===== src/hdl/annexb_to_length_prefix_patcher_defines.svh =====
// Assertion macros used by the byte-stream patcher top level.
`ifndef ANNEXB_TO_LENGTH_PREFIX_PATCHER_DEFINES_SVH
`define ANNEXB_TO_LENGTH_PREFIX_PATCHER_DEFINES_SVH

// Check that a condition implies another in the same cycle.
`define ABLP_ASSERT_SAME(label, ante, cons, msg) \
   label: assert property (@(posedge clock) disable iff (reset) (ante) |-> (cons)) \
      else $error(msg);

// Check that a condition implies another in the following cycle.
`define ABLP_ASSERT_NEXT(label, ante, cons, msg) \
   label: assert property (@(posedge clock) disable iff (reset) (ante) |=> (cons)) \
      else $error(msg);

`endif


===== src/hdl/ablp_pkg.sv =====
// Types, constants and codes shared by the byte-stream patcher modules.
`timescale 1ns / 1ps
`default_nettype none

package ablp_pkg;

   localparam int unsigned POSITION_WIDTH_DEFAULT = 24;
   localparam int unsigned FIELD_WIDTH            = 24;
   localparam int unsigned BYTE_WIDTH             = 8;
   localparam int unsigned WINDOW_BITS            = 56;
   localparam int unsigned TYPE_WIDTH             = 6;
   localparam int unsigned UNIT_TYPE_BITS         = 5;
   localparam int unsigned LENGTH_BYTES           = 4;
   localparam int unsigned MAX_RECORDS            = 4;
   localparam int unsigned COUNT_WIDTH            = $clog2(MAX_RECORDS + 1);
   localparam int unsigned REC_IDX_WIDTH          = $clog2(MAX_RECORDS);
   localparam int unsigned QUEUE_DEPTH            = 4;
   localparam int unsigned CSR_INDEX_WIDTH        = 1;

   localparam logic [31:0] SYNC_PATTERN = 32'h0000_0001;

   localparam logic [TYPE_WIDTH-1:0] TYPE_SPS  = TYPE_WIDTH'(7);
   localparam logic [TYPE_WIDTH-1:0] TYPE_PPS  = TYPE_WIDTH'(8);
   localparam logic [TYPE_WIDTH-1:0] TYPE_NONE = TYPE_WIDTH'(63);

   typedef enum logic [1:0] {
      KIND_PATCH = 2'd0,
      KIND_TRIM  = 2'd1,
      KIND_DELTA = 2'd2,
      KIND_END   = 2'd3
   } record_kind_type;

   typedef enum logic [CSR_INDEX_WIDTH-1:0] {
      CSR_SINGLE_NAL_MODE = 1'b0,
      CSR_HEADER_BYTES    = 1'b1
   } csr_index_type;

   typedef struct packed {
      logic [BYTE_WIDTH-1:0] data_byte;
      logic                  last_byte;
   } req_type;

   typedef struct packed {
      record_kind_type        record_kind;
      logic [FIELD_WIDTH-1:0] byte_offset;
      logic [FIELD_WIDTH-1:0] record_value;
      logic                   run_end;
   } rsp_type;

   typedef struct packed {
      logic                   single_nal_mode;
      logic [FIELD_WIDTH-1:0] header_bytes;
   } cfg_type;

   typedef struct packed {
      record_kind_type        kind;
      logic [FIELD_WIDTH-1:0] offset;
      logic [FIELD_WIDTH-1:0] value;
   } edit_type;

   // Records caused by one request, packed from slot zero.
   typedef struct packed {
      edit_type [MAX_RECORDS-1:0] recs;
      logic [COUNT_WIDTH-1:0]     count;
   } bundle_type;

   typedef struct packed {
      logic full;
      logic empty;
   } queue_status_type;

endpackage

`default_nettype wire


===== src/hdl/ablp_front.sv =====
// Front end: accepts request bytes, detects start codes and builds record bundles.
`timescale 1ns / 1ps
`default_nettype none

module ablp_front #(
   parameter int unsigned POSITION_WIDTH = ablp_pkg::POSITION_WIDTH_DEFAULT
) (
   input  logic                     clock,
   input  logic                     reset,
   input  logic                     req_valid,
   output logic                     req_ready,
   input  ablp_pkg::req_type        req_data,
   input  ablp_pkg::cfg_type        cfg,
   input  ablp_pkg::queue_status_type q_status,
   output logic                     push,
   output ablp_pkg::bundle_type     push_bundle
);
   import ablp_pkg::*;

   localparam int unsigned PW    = POSITION_WIDTH;
   localparam int unsigned SUM_W = ((PW > FIELD_WIDTH) ? PW : FIELD_WIDTH) + 2;
   localparam int unsigned EXT_W = ((PW + 1) > FIELD_WIDTH) ? (PW + 1) : FIELD_WIDTH;

   logic [WINDOW_BITS-1:0] window_ff, window_in;
   logic [PW-1:0]          pos_ff, pos_in;
   logic [PW:0]            mark_ff, mark_in;
   logic [TYPE_WIDTH-1:0]  cur_type_ff, cur_type_in;
   logic                   single_done_ff, single_done_in;

   logic [WINDOW_BITS+BYTE_WIDTH-1:0] win_full;
   logic                   accept;
   logic                   sc_hit;
   logic [TYPE_WIDTH-1:0]  unit_type;
   logic                   unit_is_ps;
   logic                   prev_is_ps;
   logic                   prev_none;
   logic [PW-1:0]          pos_i;
   logic [PW:0]            size;
   logic [SUM_W-1:0]       mark_sum;
   logic [SUM_W-1:0]       mark_limit;
   logic [PW:0]            mark_next;
   logic [TYPE_WIDTH-1:0]  type_next;
   logic                   done_next;
   edit_type [MAX_RECORDS-1:0] cand;
   logic [MAX_RECORDS-1:0] cand_v;
   logic [COUNT_WIDTH-1:0] fill_idx;

   // Keep the low field bits of a position-width quantity.
   function automatic logic [FIELD_WIDTH-1:0] to_field(input logic [EXT_W-1:0] x);
      return x[FIELD_WIDTH-1:0];
   endfunction

   assign accept    = req_valid && req_ready;
   assign req_ready = !q_status.full;

   // Classify the window: start code in the oldest four bytes, type byte after it.
   assign win_full   = {window_ff, req_data.data_byte};
   assign sc_hit     = !single_done_ff &&
                       (win_full[WINDOW_BITS+BYTE_WIDTH-1 -: 32] == SYNC_PATTERN);
   assign unit_type  = TYPE_WIDTH'(win_full[24 +: UNIT_TYPE_BITS]);
   assign unit_is_ps = (unit_type == TYPE_SPS) || (unit_type == TYPE_PPS);
   assign prev_is_ps = (cur_type_ff == TYPE_SPS) || (cur_type_ff == TYPE_PPS);
   assign prev_none  = (cur_type_ff == TYPE_NONE);
   assign pos_i      = pos_ff - PW'(LENGTH_BYTES);
   assign size       = {1'b0, pos_ff} + (PW+1)'(1);
   assign mark_sum   = SUM_W'(pos_i) + SUM_W'(cfg.header_bytes) + SUM_W'(1);
   assign mark_limit = SUM_W'(1) << PW;

   // Build candidate records in emission order.
   always_comb begin
      cand      = '0;
      cand_v    = '0;
      mark_next = mark_ff;
      type_next = cur_type_ff;
      done_next = single_done_ff;
      if (sc_hit) begin
         type_next = unit_type;
         if (cfg.single_nal_mode) begin
            done_next = 1'b1;
            cand_v[0]      = 1'b1;
            cand[0].kind   = KIND_DELTA;
            if (unit_is_ps) begin
               cand[0].value  = '0;
               cand_v[1]      = 1'b1;
               cand[1].kind   = KIND_TRIM;
               cand[1].offset = cfg.header_bytes;
               mark_next = (mark_sum > mark_limit) ? (PW+1)'(mark_limit)
                                                   : (PW+1)'(mark_sum);
            end else begin
               cand[0].value = FIELD_WIDTH'(1);
               mark_next     = {1'b0, pos_i} + (PW+1)'(1);
            end
         end else begin
            if (prev_is_ps) begin
               cand_v[0]      = 1'b1;
               cand[0].kind   = KIND_TRIM;
               cand[0].offset = to_field(EXT_W'(pos_i - PW'(3)));
               cand_v[1]      = 1'b1;
               cand[1].kind   = KIND_DELTA;
            end else if (!prev_none) begin
               cand_v[0]      = 1'b1;
               cand[0].kind   = KIND_PATCH;
               cand[0].offset = to_field(EXT_W'(mark_ff[PW-1:0] - PW'(LENGTH_BYTES)));
               cand[0].value  = to_field(EXT_W'(pos_i - mark_ff[PW-1:0] - PW'(3)));
            end
            mark_next = {1'b0, pos_i} + (PW+1)'(1);
         end
      end
      // Close the buffer: final length patch unless its mark lies past the end.
      if (req_data.last_byte) begin
         if ((type_next != TYPE_NONE) && (mark_next <= size)) begin
            cand_v[2]      = 1'b1;
            cand[2].kind   = KIND_PATCH;
            cand[2].offset = to_field(EXT_W'(mark_next[PW-1:0] - PW'(LENGTH_BYTES)));
            cand[2].value  = to_field(EXT_W'(size - mark_next));
         end
         cand_v[3]      = 1'b1;
         cand[3].kind   = KIND_END;
         cand[3].value  = to_field(EXT_W'(size));
      end
   end

   // Pack the valid candidates into consecutive slots.
   always_comb begin
      push_bundle = '0;
      fill_idx    = '0;
      for (int k = 0; k < MAX_RECORDS; k++) begin
         if (cand_v[k]) begin
            push_bundle.recs[fill_idx[REC_IDX_WIDTH-1:0]] = cand[k];
            fill_idx = fill_idx + COUNT_WIDTH'(1);
         end
      end
      push_bundle.count = fill_idx;
   end

   assign push = accept && (push_bundle.count != '0);

   // Advance scan state, or clear it after the last byte.
   always_comb begin
      window_in      = window_ff;
      pos_in         = pos_ff;
      mark_in        = mark_ff;
      cur_type_in    = cur_type_ff;
      single_done_in = single_done_ff;
      if (accept) begin
         if (req_data.last_byte) begin
            window_in      = '1;
            pos_in         = '0;
            mark_in        = '0;
            cur_type_in    = TYPE_NONE;
            single_done_in = 1'b0;
         end else begin
            window_in      = win_full[WINDOW_BITS-1:0];
            pos_in         = pos_ff + PW'(1);
            mark_in        = mark_next;
            cur_type_in    = type_next;
            single_done_in = done_next;
         end
      end
   end

   always_ff @(posedge clock) begin
      if (reset) begin
         window_ff      <= '1;
         pos_ff         <= '0;
         mark_ff        <= '0;
         cur_type_ff    <= TYPE_NONE;
         single_done_ff <= 1'b0;
      end else begin
         window_ff      <= window_in;
         pos_ff         <= pos_in;
         mark_ff        <= mark_in;
         cur_type_ff    <= cur_type_in;
         single_done_ff <= single_done_in;
      end
   end

endmodule

`default_nettype wire


===== src/hdl/ablp_queue.sv =====
// Bundle queue between the front end and the record emitter.
`timescale 1ns / 1ps
`default_nettype none

module ablp_queue (
   input  logic                       clock,
   input  logic                       reset,
   input  logic                       push,
   input  ablp_pkg::bundle_type       push_bundle,
   input  logic                       pop,
   output ablp_pkg::bundle_type       head,
   output ablp_pkg::queue_status_type q_status
);
   import ablp_pkg::*;

   localparam int unsigned PTR_W = $clog2(QUEUE_DEPTH);
   localparam int unsigned CNT_W = $clog2(QUEUE_DEPTH + 1);

   bundle_type       slot_ff [QUEUE_DEPTH];
   logic [PTR_W-1:0] wr_ptr_ff, wr_ptr_in;
   logic [PTR_W-1:0] rd_ptr_ff, rd_ptr_in;
   logic [CNT_W-1:0] count_ff, count_in;

   assign q_status.full  = (count_ff == CNT_W'(QUEUE_DEPTH));
   assign q_status.empty = (count_ff == '0);
   assign head           = slot_ff[rd_ptr_ff];

   // Advance pointers and occupancy.
   always_comb begin
      wr_ptr_in = wr_ptr_ff;
      rd_ptr_in = rd_ptr_ff;
      count_in  = count_ff;
      if (push) begin
         wr_ptr_in = (wr_ptr_ff == PTR_W'(QUEUE_DEPTH - 1)) ? '0 : wr_ptr_ff + PTR_W'(1);
      end
      if (pop) begin
         rd_ptr_in = (rd_ptr_ff == PTR_W'(QUEUE_DEPTH - 1)) ? '0 : rd_ptr_ff + PTR_W'(1);
      end
      if (push && !pop) begin
         count_in = count_ff + CNT_W'(1);
      end else if (pop && !push) begin
         count_in = count_ff - CNT_W'(1);
      end
   end

   always_ff @(posedge clock) begin
      if (reset) begin
         wr_ptr_ff <= '0;
         rd_ptr_ff <= '0;
         count_ff  <= '0;
      end else begin
         wr_ptr_ff <= wr_ptr_in;
         rd_ptr_ff <= rd_ptr_in;
         count_ff  <= count_in;
      end
   end

   // Store bundles.
   always_ff @(posedge clock) begin
      if (push) begin
         slot_ff[wr_ptr_ff] <= push_bundle;
      end
   end

endmodule

`default_nettype wire


===== src/hdl/ablp_back.sv =====
// Back end: unpacks queued bundles into records, one per ready cycle.
`timescale 1ns / 1ps
`default_nettype none

module ablp_back (
   input  logic                       clock,
   input  logic                       reset,
   input  ablp_pkg::bundle_type       head,
   input  ablp_pkg::queue_status_type q_status,
   output logic                       pop,
   output logic                       rsp_valid,
   input  logic                       rsp_ready,
   output ablp_pkg::rsp_type          rsp_data
);
   import ablp_pkg::*;

   logic [REC_IDX_WIDTH-1:0] sub_ff, sub_in;
   logic                     rsp_valid_ff, rsp_valid_in;
   rsp_type                  rsp_data_ff, rsp_data_in;
   logic                     load;
   logic                     is_last;
   edit_type                 cur;

   // Load a queued record when the output register is empty or draining.
   assign load    = !q_status.empty && (!rsp_valid_ff || rsp_ready);
   assign cur     = head.recs[sub_ff];
   assign is_last = ((COUNT_WIDTH'(sub_ff) + COUNT_WIDTH'(1)) == head.count);
   assign pop     = load && is_last;

   always_comb begin
      sub_in       = sub_ff;
      rsp_valid_in = rsp_valid_ff;
      rsp_data_in  = rsp_data_ff;
      if (load) begin
         rsp_valid_in             = 1'b1;
         rsp_data_in.record_kind  = cur.kind;
         rsp_data_in.byte_offset  = cur.offset;
         rsp_data_in.record_value = cur.value;
         rsp_data_in.run_end      = is_last;
         sub_in = is_last ? '0 : sub_ff + REC_IDX_WIDTH'(1);
      end else if (rsp_ready) begin
         rsp_valid_in = 1'b0;
      end
   end

   always_ff @(posedge clock) begin
      if (reset) begin
         sub_ff       <= '0;
         rsp_valid_ff <= 1'b0;
      end else begin
         sub_ff       <= sub_in;
         rsp_valid_ff <= rsp_valid_in;
      end
   end

   // Hold the record payload.
   always_ff @(posedge clock) begin
      rsp_data_ff <= rsp_data_in;
   end

   assign rsp_valid = rsp_valid_ff;
   assign rsp_data  = rsp_data_ff;

endmodule

`default_nettype wire


===== src/hdl/annexb_to_length_prefix_patcher.sv =====
// The first record of a request goes through the bundle queue, then the output register.
// Throughput: one request byte per cycle; records leave one per cycle while rsp_ready is high.
// A request stalls only while the four-entry bundle queue is full (up to four records a byte).
// Reset (synchronous, active high) clears scan state, queue, output valid and both registers.
// Scan state also returns to its reset values after each last byte of a buffer.
`timescale 1ns / 1ps
`default_nettype none
`include "annexb_to_length_prefix_patcher_defines.svh"

module annexb_to_length_prefix_patcher #(
   parameter int unsigned POSITION_WIDTH = ablp_pkg::POSITION_WIDTH_DEFAULT
) (
   input  logic                                    clock,
   input  logic                                    reset,
   input  logic                                    req_valid,
   output logic                                    req_ready,
   input  ablp_pkg::req_type                       req_data,
   output logic                                    rsp_valid,
   input  logic                                    rsp_ready,
   output ablp_pkg::rsp_type                       rsp_data,
   input  logic                                    csr_we,
   input  logic [ablp_pkg::CSR_INDEX_WIDTH-1:0]    csr_index,
   input  logic [ablp_pkg::FIELD_WIDTH-1:0]        csr_wdata
);
   import ablp_pkg::*;

   cfg_type          cfg_ff, cfg_in;
   queue_status_type q_status;
   bundle_type       push_bundle;
   bundle_type       head;
   logic             push;
   logic             pop;

   // Decode configuration writes.
   always_comb begin
      cfg_in = cfg_ff;
      if (csr_we) begin
         unique case (csr_index_type'(csr_index))
            CSR_SINGLE_NAL_MODE: cfg_in.single_nal_mode = csr_wdata[0];
            CSR_HEADER_BYTES:    cfg_in.header_bytes    = csr_wdata;
            default: ;
         endcase
      end
   end

   always_ff @(posedge clock) begin
      if (reset) begin
         cfg_ff <= '0;
      end else begin
         cfg_ff <= cfg_in;
      end
   end

   ablp_front #(
      .POSITION_WIDTH (POSITION_WIDTH)
   ) u_front (
      .clock       (clock),
      .reset       (reset),
      .req_valid   (req_valid),
      .req_ready   (req_ready),
      .req_data    (req_data),
      .cfg         (cfg_ff),
      .q_status    (q_status),
      .push        (push),
      .push_bundle (push_bundle)
   );

   ablp_queue u_queue (
      .clock       (clock),
      .reset       (reset),
      .push        (push),
      .push_bundle (push_bundle),
      .pop         (pop),
      .head        (head),
      .q_status    (q_status)
   );

   ablp_back u_back (
      .clock     (clock),
      .reset     (reset),
      .head      (head),
      .q_status  (q_status),
      .pop       (pop),
      .rsp_valid (rsp_valid),
      .rsp_ready (rsp_ready),
      .rsp_data  (rsp_data)
   );

   `ABLP_ASSERT_SAME(a_queue_state, q_status.full, !q_status.empty, "queue full and empty")
   `ABLP_ASSERT_SAME(a_end_closes_run, rsp_valid && (rsp_data.record_kind == KIND_END), rsp_data.run_end, "end record not last of run")
   `ABLP_ASSERT_NEXT(a_last_queues, req_valid && req_ready && req_data.last_byte, !q_status.empty, "last byte left no bundle")

endmodule

`default_nettype wire


===== config.mk =====
export PLATFORM = sky130hd
export DESIGN_NAME = annexb_to_length_prefix_patcher
export DESIGN_NICKNAME = d
export VERILOG_FILES = /design/src/hdl/ablp_pkg.sv /design/src/hdl/ablp_front.sv /design/src/hdl/ablp_queue.sv /design/src/hdl/ablp_back.sv /design/src/hdl/annexb_to_length_prefix_patcher.sv
export VERILOG_INCLUDE_DIRS = /design/src /design/src/hdl
export SDC_FILE = /design/constraint.sdc
export NUM_CORES = 1
export LEC_CHECK = 0
export BUFFER_PORTS_ARGS = -buffer_cell sky130_fd_sc_hd__buf_2
export CAP_MARGIN = 40
export CORE_UTILIZATION = 50
export CTS_CLUSTER_DIAMETER = 200
export DETAILED_ROUTE_END_ITERATION = 10
export PLACE_DENSITY = 0.68
export SLEW_MARGIN = 0
export SYNTH_ARGS = -nofsm -noshare
export SYNTH_HDL_FRONTEND = slang
export SYNTH_SLANG_ARGS = --single-unit

===== constraint.sdc =====
create_clock -name clock -period 39.4 [get_ports clock]
set_input_delay 11.82 -clock clock [delete_from_list [all_inputs] [get_ports clock]]
set_output_delay 11.82 -clock clock [all_outputs]
set_load 0.005 [all_outputs]

# Yosys cells after proc, flatten, opt, wreduce, memory -nomap -nowiden
# Memories as Yosys holds them, arrays and structs flattened. A register that Yosys moved wholly into a read port is not among the register bits.
# Index checks and enable logic that the tools add are counted.
word_totals:
  ff_bits: 198
  mem_bits_rw: 812
  out_inout_bits: 53
  n_memories: 1
classes:
  n_addsub: 21
  n_lt_le_gt_ge: 9
  eq_ne: 11
  n_mux: 66
  n_bitwise: 1
  n_reduce_logical: 29
mem_list:
  columns: ["name", "words", "width", "rd", "rd_ports_with_merged_regs", "write_ports", "line_no", "source"]
  rows:
  - ["u_queue.slot_ff", 4, 203, 1, 1, 1, "ablp_queue.sv:19", "bundle_type slot_ff [QUEUE_DEPTH];"]
ops:
  columns: ["cell", "n"]
  rows:
  - ["bitwise mux 200 bit", 3]
  - ["two-way mux 200 bit", 3]
  - ["demux 50 bit (select 2 bit)", 3]
  - ["two-way mux 50 bit", 6]
  - ["two-way mux 25 bit", 6]
  - ["two-way mux 24 bit", 5]
  - ["binary-select mux 50 bit (select 2 bit)", 1]
  - ["two-way mux 48 bit", 2]
  - ["two-way mux 74 bit", 1]
  - ["subtractor 24 x 3 -> 24 bit, second input constant", 3]
  - ["two-way mux 56 bit", 1]
  - ["two-way mux 26 bit", 2]
  - ["adder 24 x 1 -> 25 bit, second input constant", 2]
  - ["subtractor 24 x 2 -> 24 bit, second input constant", 2]
  - ["subtractor 24 bit", 2]
  - ["== test 32 x 1 -> 1 bit, second input constant", 1]
  - ["adder 26 x 1 -> 26 bit, second input constant", 1]
  - ["> comparator 26 x 25 -> 1 bit, second input constant", 1]
  - ["adder 24 x 24 -> 25 bit", 1]
  - ["less-or-equal comparator 25 bit", 1]
  - ["adder 24 x 1 -> 24 bit, second input constant", 1]
  - ["two-way mux 2 bit", 12]
  - ["two-way mux 3 bit", 5]
  - ["two-way mux 1 bit", 14]
  - ["28 further kinds", 58]

# Depth between registers and ports, before layout
depth:
  ltp_word: 21
  mapped_depth: 49
  mapped_depth_nobuf: 46

# By module
# Synthesis repeated with hierarchy kept, for this count alone.
unflattened:
  hier_cells: 3412
  area_unflattened_um2: 48195.0
by_module_without_submodules:
  columns: ["mod", "n_inst", "cells_each", "area_each_um2"]
  rows:
  - ["ablp_queue", 1, 1105, 29746.0]
  - ["ablp_front", 1, 2060, 14164.8]
  - ["ablp_back", 1, 133, 3004.1]
  - ["annexb_to_length_prefix_patcher", 1, 114, 1280.0]

# Least setup slack after synthesis
# No wires, ideal clock.
synth_timing:
  kind: "input-to-reg"
  start: "in req_data[0] (netlist bit)"
  end: "mem u_queue.slot_ff[0][0] (netlist bit), enable pin"
  arrival_ps: 18671
  required_ps: 38814
  setup_slack_ps: 20143
  path_stages: 11
  cell_sequence: "clkbuf_1 -> o21ai_0 -> nor2_1 -> clkbuf_1 -> xor2_1 -> inv_1 -> ha_1 -> nand3_1 -> o22ai_1 -> a221oi_1 -> and2_1"
synth_via:
  elab_chain_cells: 8
synth_rtl:
  columns: ["element", "line_no", "source"]
  rows:
  - ["start: declaration", "annexb_to_length_prefix_patcher.sv:17", "input ablp_pkg::req_type req_data,"]
  - ["two-way mux 2 bit (*)", "ablp_front.sv:110", "if (req_data.last_byte) begin"]
  - ["two-way mux 3 bit", "ablp_front.sv:128", "if (cand_v[k]) begin"]
  - ["adder 3 x 1 -> 3 bit", "ablp_front.sv:130", "fill_idx = fill_idx + COUNT_WIDTH'(1);"]
  - ["two-way mux 3 bit (*)", "ablp_front.sv:128", null]
  - ["nonzero test 3 bit (*)", "ablp_front.sv:136", "assign push = accept && (push_bundle.count != '0);"]
  - ["logical AND 1 bit (*)", "ablp_front.sv:136", null]
  - ["net push", "annexb_to_length_prefix_patcher.sv:31", "logic push;"]
  - ["two-way mux 1 bit (*)", "ablp_queue.sv:60", "if (push) begin"]
  - ["two-way mux 1 bit (implied by the code) (*)", "ablp_queue.sv:61", "slot_ff[wr_ptr_ff] <= push_bundle;"]
  - ["end: declaration", "ablp_queue.sv:19", null]
# The timed path passes the listed nets; every way through them passes the cells marked *.

# Worst setup path in the final report
layout_timing:
  start: "in req_data[0] (netlist bit)"
  end: "mem u_queue.slot_ff[3][182] (netlist bit), enable pin"
# Same word-level chain as after synthesis.

==> impl_metrics.py <==
metrics = {
    "outcome": {
        "status": "finished clean",
    },
    "clock_network": {
        "postCtsSetupRepairBufs": 0,
        "clockRootBuffer": "clkbuf_16",
        "cts_tree": "yes",
        "path_clk_slew_ps": 60,
        "cts_inserted_buffers": 103,
        "holdBufCountCts": 0,
        "htreeDepth": 3,
        "clock_latency_ps": 720,
        "cts_resized": 0,
        "cts_buffer_depth": 3,
        "clkSinkCount": 1004,
    },
    "floorplan": {
        "die-area_sq_um": 96950,
        "dieWidth_microns": 311.4,
        "fp.dieH_microns": 311.4,
        "core_area_sq_um": 94870,
        "io_pins": 92,
        "placementRows": 113,
        "start_util_pct": 50.44,
    },
    "sta": {
        "setup_slack_ps": 22860,
        "worst_pin_slew_ps": 1028,
        "period_share_pct": 41.99,
        "slew_violations": 0,
        "max_freq_ghz": 0.06044,
        "clock_skew_ps": 48.38,
        "relSlewSlack_pct": 29.70,
        "holdWs_ps": 445.8,
        "min_period_ps": 16540,
        "fin_tns_setup_ps": 0,
        "rsz0062_at_grt": "false",
        "setup-violations-final": 0,
        "hold_violations": 0,
    },
    "routing": {
        "dr.pass1.iters": 7,
        "vias": 31200,
        "vias_per_cell": 6.218,
        "routed_wl_microns": 130000,
        "antenna_left": 0,
        "drt-initial-drc-count": 3652,
        "avgRoutedWirePerCell_microns": 25.90,
        "drcViolationCount": 0,
    },
    "yosys": {
        "muxShareOfSynthArea_pct": 12.02,
        "synth_top_family_by_area": "multiplexers",
        "synth_seq_cells": 1004,
        "synth_edf_count": 855,
        "synth_top_area_share_pct": 53.65,
        "synthesis.nets": 3750,
        "yosys.area.top_type": "edfxtp_1",
        "ys_warn_count": 0,
        "syn_avg_cell_area_sq_um": 13.41,
        "ys_types": 88,
        "synth-simple-area-share_pct": 9.708,
        "syn-cell-area_sq_um": 47850,
        "synth-compound-area-share_pct": 8.074,
        "synthAdderAreaFrac_pct": 3.776,
        "synth_flop_cell": "edfxtp_1",
        "synth_area_leaders": "edfxtp_1, mux4_2, dfxtp_1",
        "synthArstFlopShare_pct": 0,
        "synth_xor_area_share_pct": 3.692,
        "synth_cells": 3569,
        "synth-seq-area-share_pct": 59.89,
    },
    "global_routing": {
        "gr-total-overflow": 0,
        "grt_util_met2_pct": 41.22,
        "use_met3_pct": 4.499,
        "antenna_found_initial": 6,
        "busiest_layer": "met2",
        "met1_usage_pct": 38.34,
        "grt_pass1_vias": 29730,
        "grt_use_total_pct": 26.59,
        "grt_max_degree": 64,
        "grt_pass1_wl_microns": 192900,
    },
    "power_and_ir_drop": {
        "vdd_drop_max_v": 0.00004994,
        "powerDensity_nw_per_um2": 51.29,
        "p_leak_uw": 0.01891,
    },
    "flow_run": {
        "drv_cap": 0,
    },
    "finish": {
        "final_net_count": 3843,
        "finalNonFillerCells": 5018,
        "final_area_sq_um": 53810,
        "area_delta_synth_final_pct": 12.44,
        "final_common_cell": "edfxtp_1",
        "final_layout_size_suffix_gt1_share_pct": 17.60,
        "layout_common_cells": "edfxtp_1, nand2_1, nor2_1, mux4_2, inv_1",
    },
    "setup_path": {
        "critPathMaxFanout": 49,
        "start_kind": "input port",
        "crit_path_end_kind": "flip-flop",
        "crit_arrival_ps": 16900,
        "cp.required_ps": 39760,
        "crit_type": "in -> reg",
    },
    "place": {
        "placed_cell_area_sq_um": 50290,
        "port-buffer-count": 91,
        "place_congestion": 0.9640,
        "dp_hpwl_microns": 87810,
        "dp.cells": 4822,
        "pre_cts_ws_ps": 22260,
    },
    "hold_path": {
        "worstHoldPathType": "reg -> reg",
    },
}
==> cell families after synthesis <==
family | after synthesis
adder cells (fa/ha/maj) | 142
AO/OA/AOI/OAI | 599
buffers and inverters | 359
XOR/XNOR | 200
multiplexers | 263
AND/OR/NAND/NOR | 1002
flip-flops | 1004
==> synthesized netlist by cell type (all sizes together), types with 6 or more instances <==
library cell  count
mux4            249
a21boi            6
or4              14
o21ai           130
a21o             31
a2111oi           6
nor2            292
ha              138
a31oi            24
mux2i            10
a21oi           155
nor2b            11
nor3             71
nand3b            6
o31ai            10
inv             165
a221oi           10
o21a             13
o2111ai           9
nand3           119
a22oi            59
nand2           313
a211oi           23
nand4            20
a211o            10
and2             23
nand2b           15
and3             35
clkbuf          155
or2               9
xor2             66
o211ai           21
dfxtp           149
nor4             32
o22ai            62
xnor2           134
or3              28
buf              39
edfxtp          855
==> registers in the layout, indices dropped and copies added (netlist names), named ones only <==
name and count:
u_front.single_done_ff 1, u_back.rsp_valid 1, cfg_ff 25, u_front.window_ff 56, u_front.pos_ff 24, u_queue.count_ff 3, u_back.rsp_data 51, u_queue.slot_ff 804
u_queue.rd_ptr_ff 2, u_back.sub_ff 2, u_front.mark_ff 25, u_front.cur_type_ff 6, u_queue.wr_ptr_ff 2
==> per-layer routing <==
layer / vias up / wire (microns)
li1: 13830 / -
met1: 15640 / 53670
met2: 1508 / 60300
met3: 224 / 11860
met4: 4 / 4138
met5: - / 21
==> through the flow <==
step,power (uW),utilization (%)
after floorplan,1600,-
after global placement,1757,52.41
after detailed placement,1773,53.01
after CTS,2778,56.71
after global routing,2852,56.71
final,2760,56.72
==> power breakdown <==
group	internal, uW	total (uW)	switching, uW
logic	203	473	270
clock network	589	1010	422
registers	1240	1280	36.9
==> path summary, 6_finish.rpt <==
path	from	endpoint	slack, ps	cells after the start
setup / recovery	req_data[0]	u_queue.slot_ff[3][182]$_DFFE_PP_	22860	14
hold reg to reg	u_front.window_ff[11]$_SDFFE_PP1P_	u_front.window_ff[19]$_SDFFE_PP1P_	450	2
setup reg to reg	u_front.pos_ff[4]$_SDFFE_PP0P_	u_queue.slot_ff[3][182]$_DFFE_PP_	25380	35
hold / removal	u_front.window_ff[11]$_SDFFE_PP1P_	u_front.window_ff[19]$_SDFFE_PP1P_	450	2
==> worst max-delay path: stages <==
cell and delay (ps):
buf_2 460, o21ai_0 370, nor2_1 700, xor2_1 290, inv_1 80, ha_1 320
nand3_1 100, o22ai_1 70, a221oi_1 440, buf_4 240, and2_4 620, buf_4 560
buf_4 410, buf_16 320
==> area by class of cell <==
cell class	instances	area, sq um
clock buffers	126	2728
repair buffers	182	1488
flip-flops and latches	1004	28670
clock inverters	68	785.8
inverters	165	620.6
fillers	7532	41060
multi-input cells	2206	17920
diodes	2	5.005
well taps	1265	1583
Note: power is estimated with default switching activity, not from simulation.
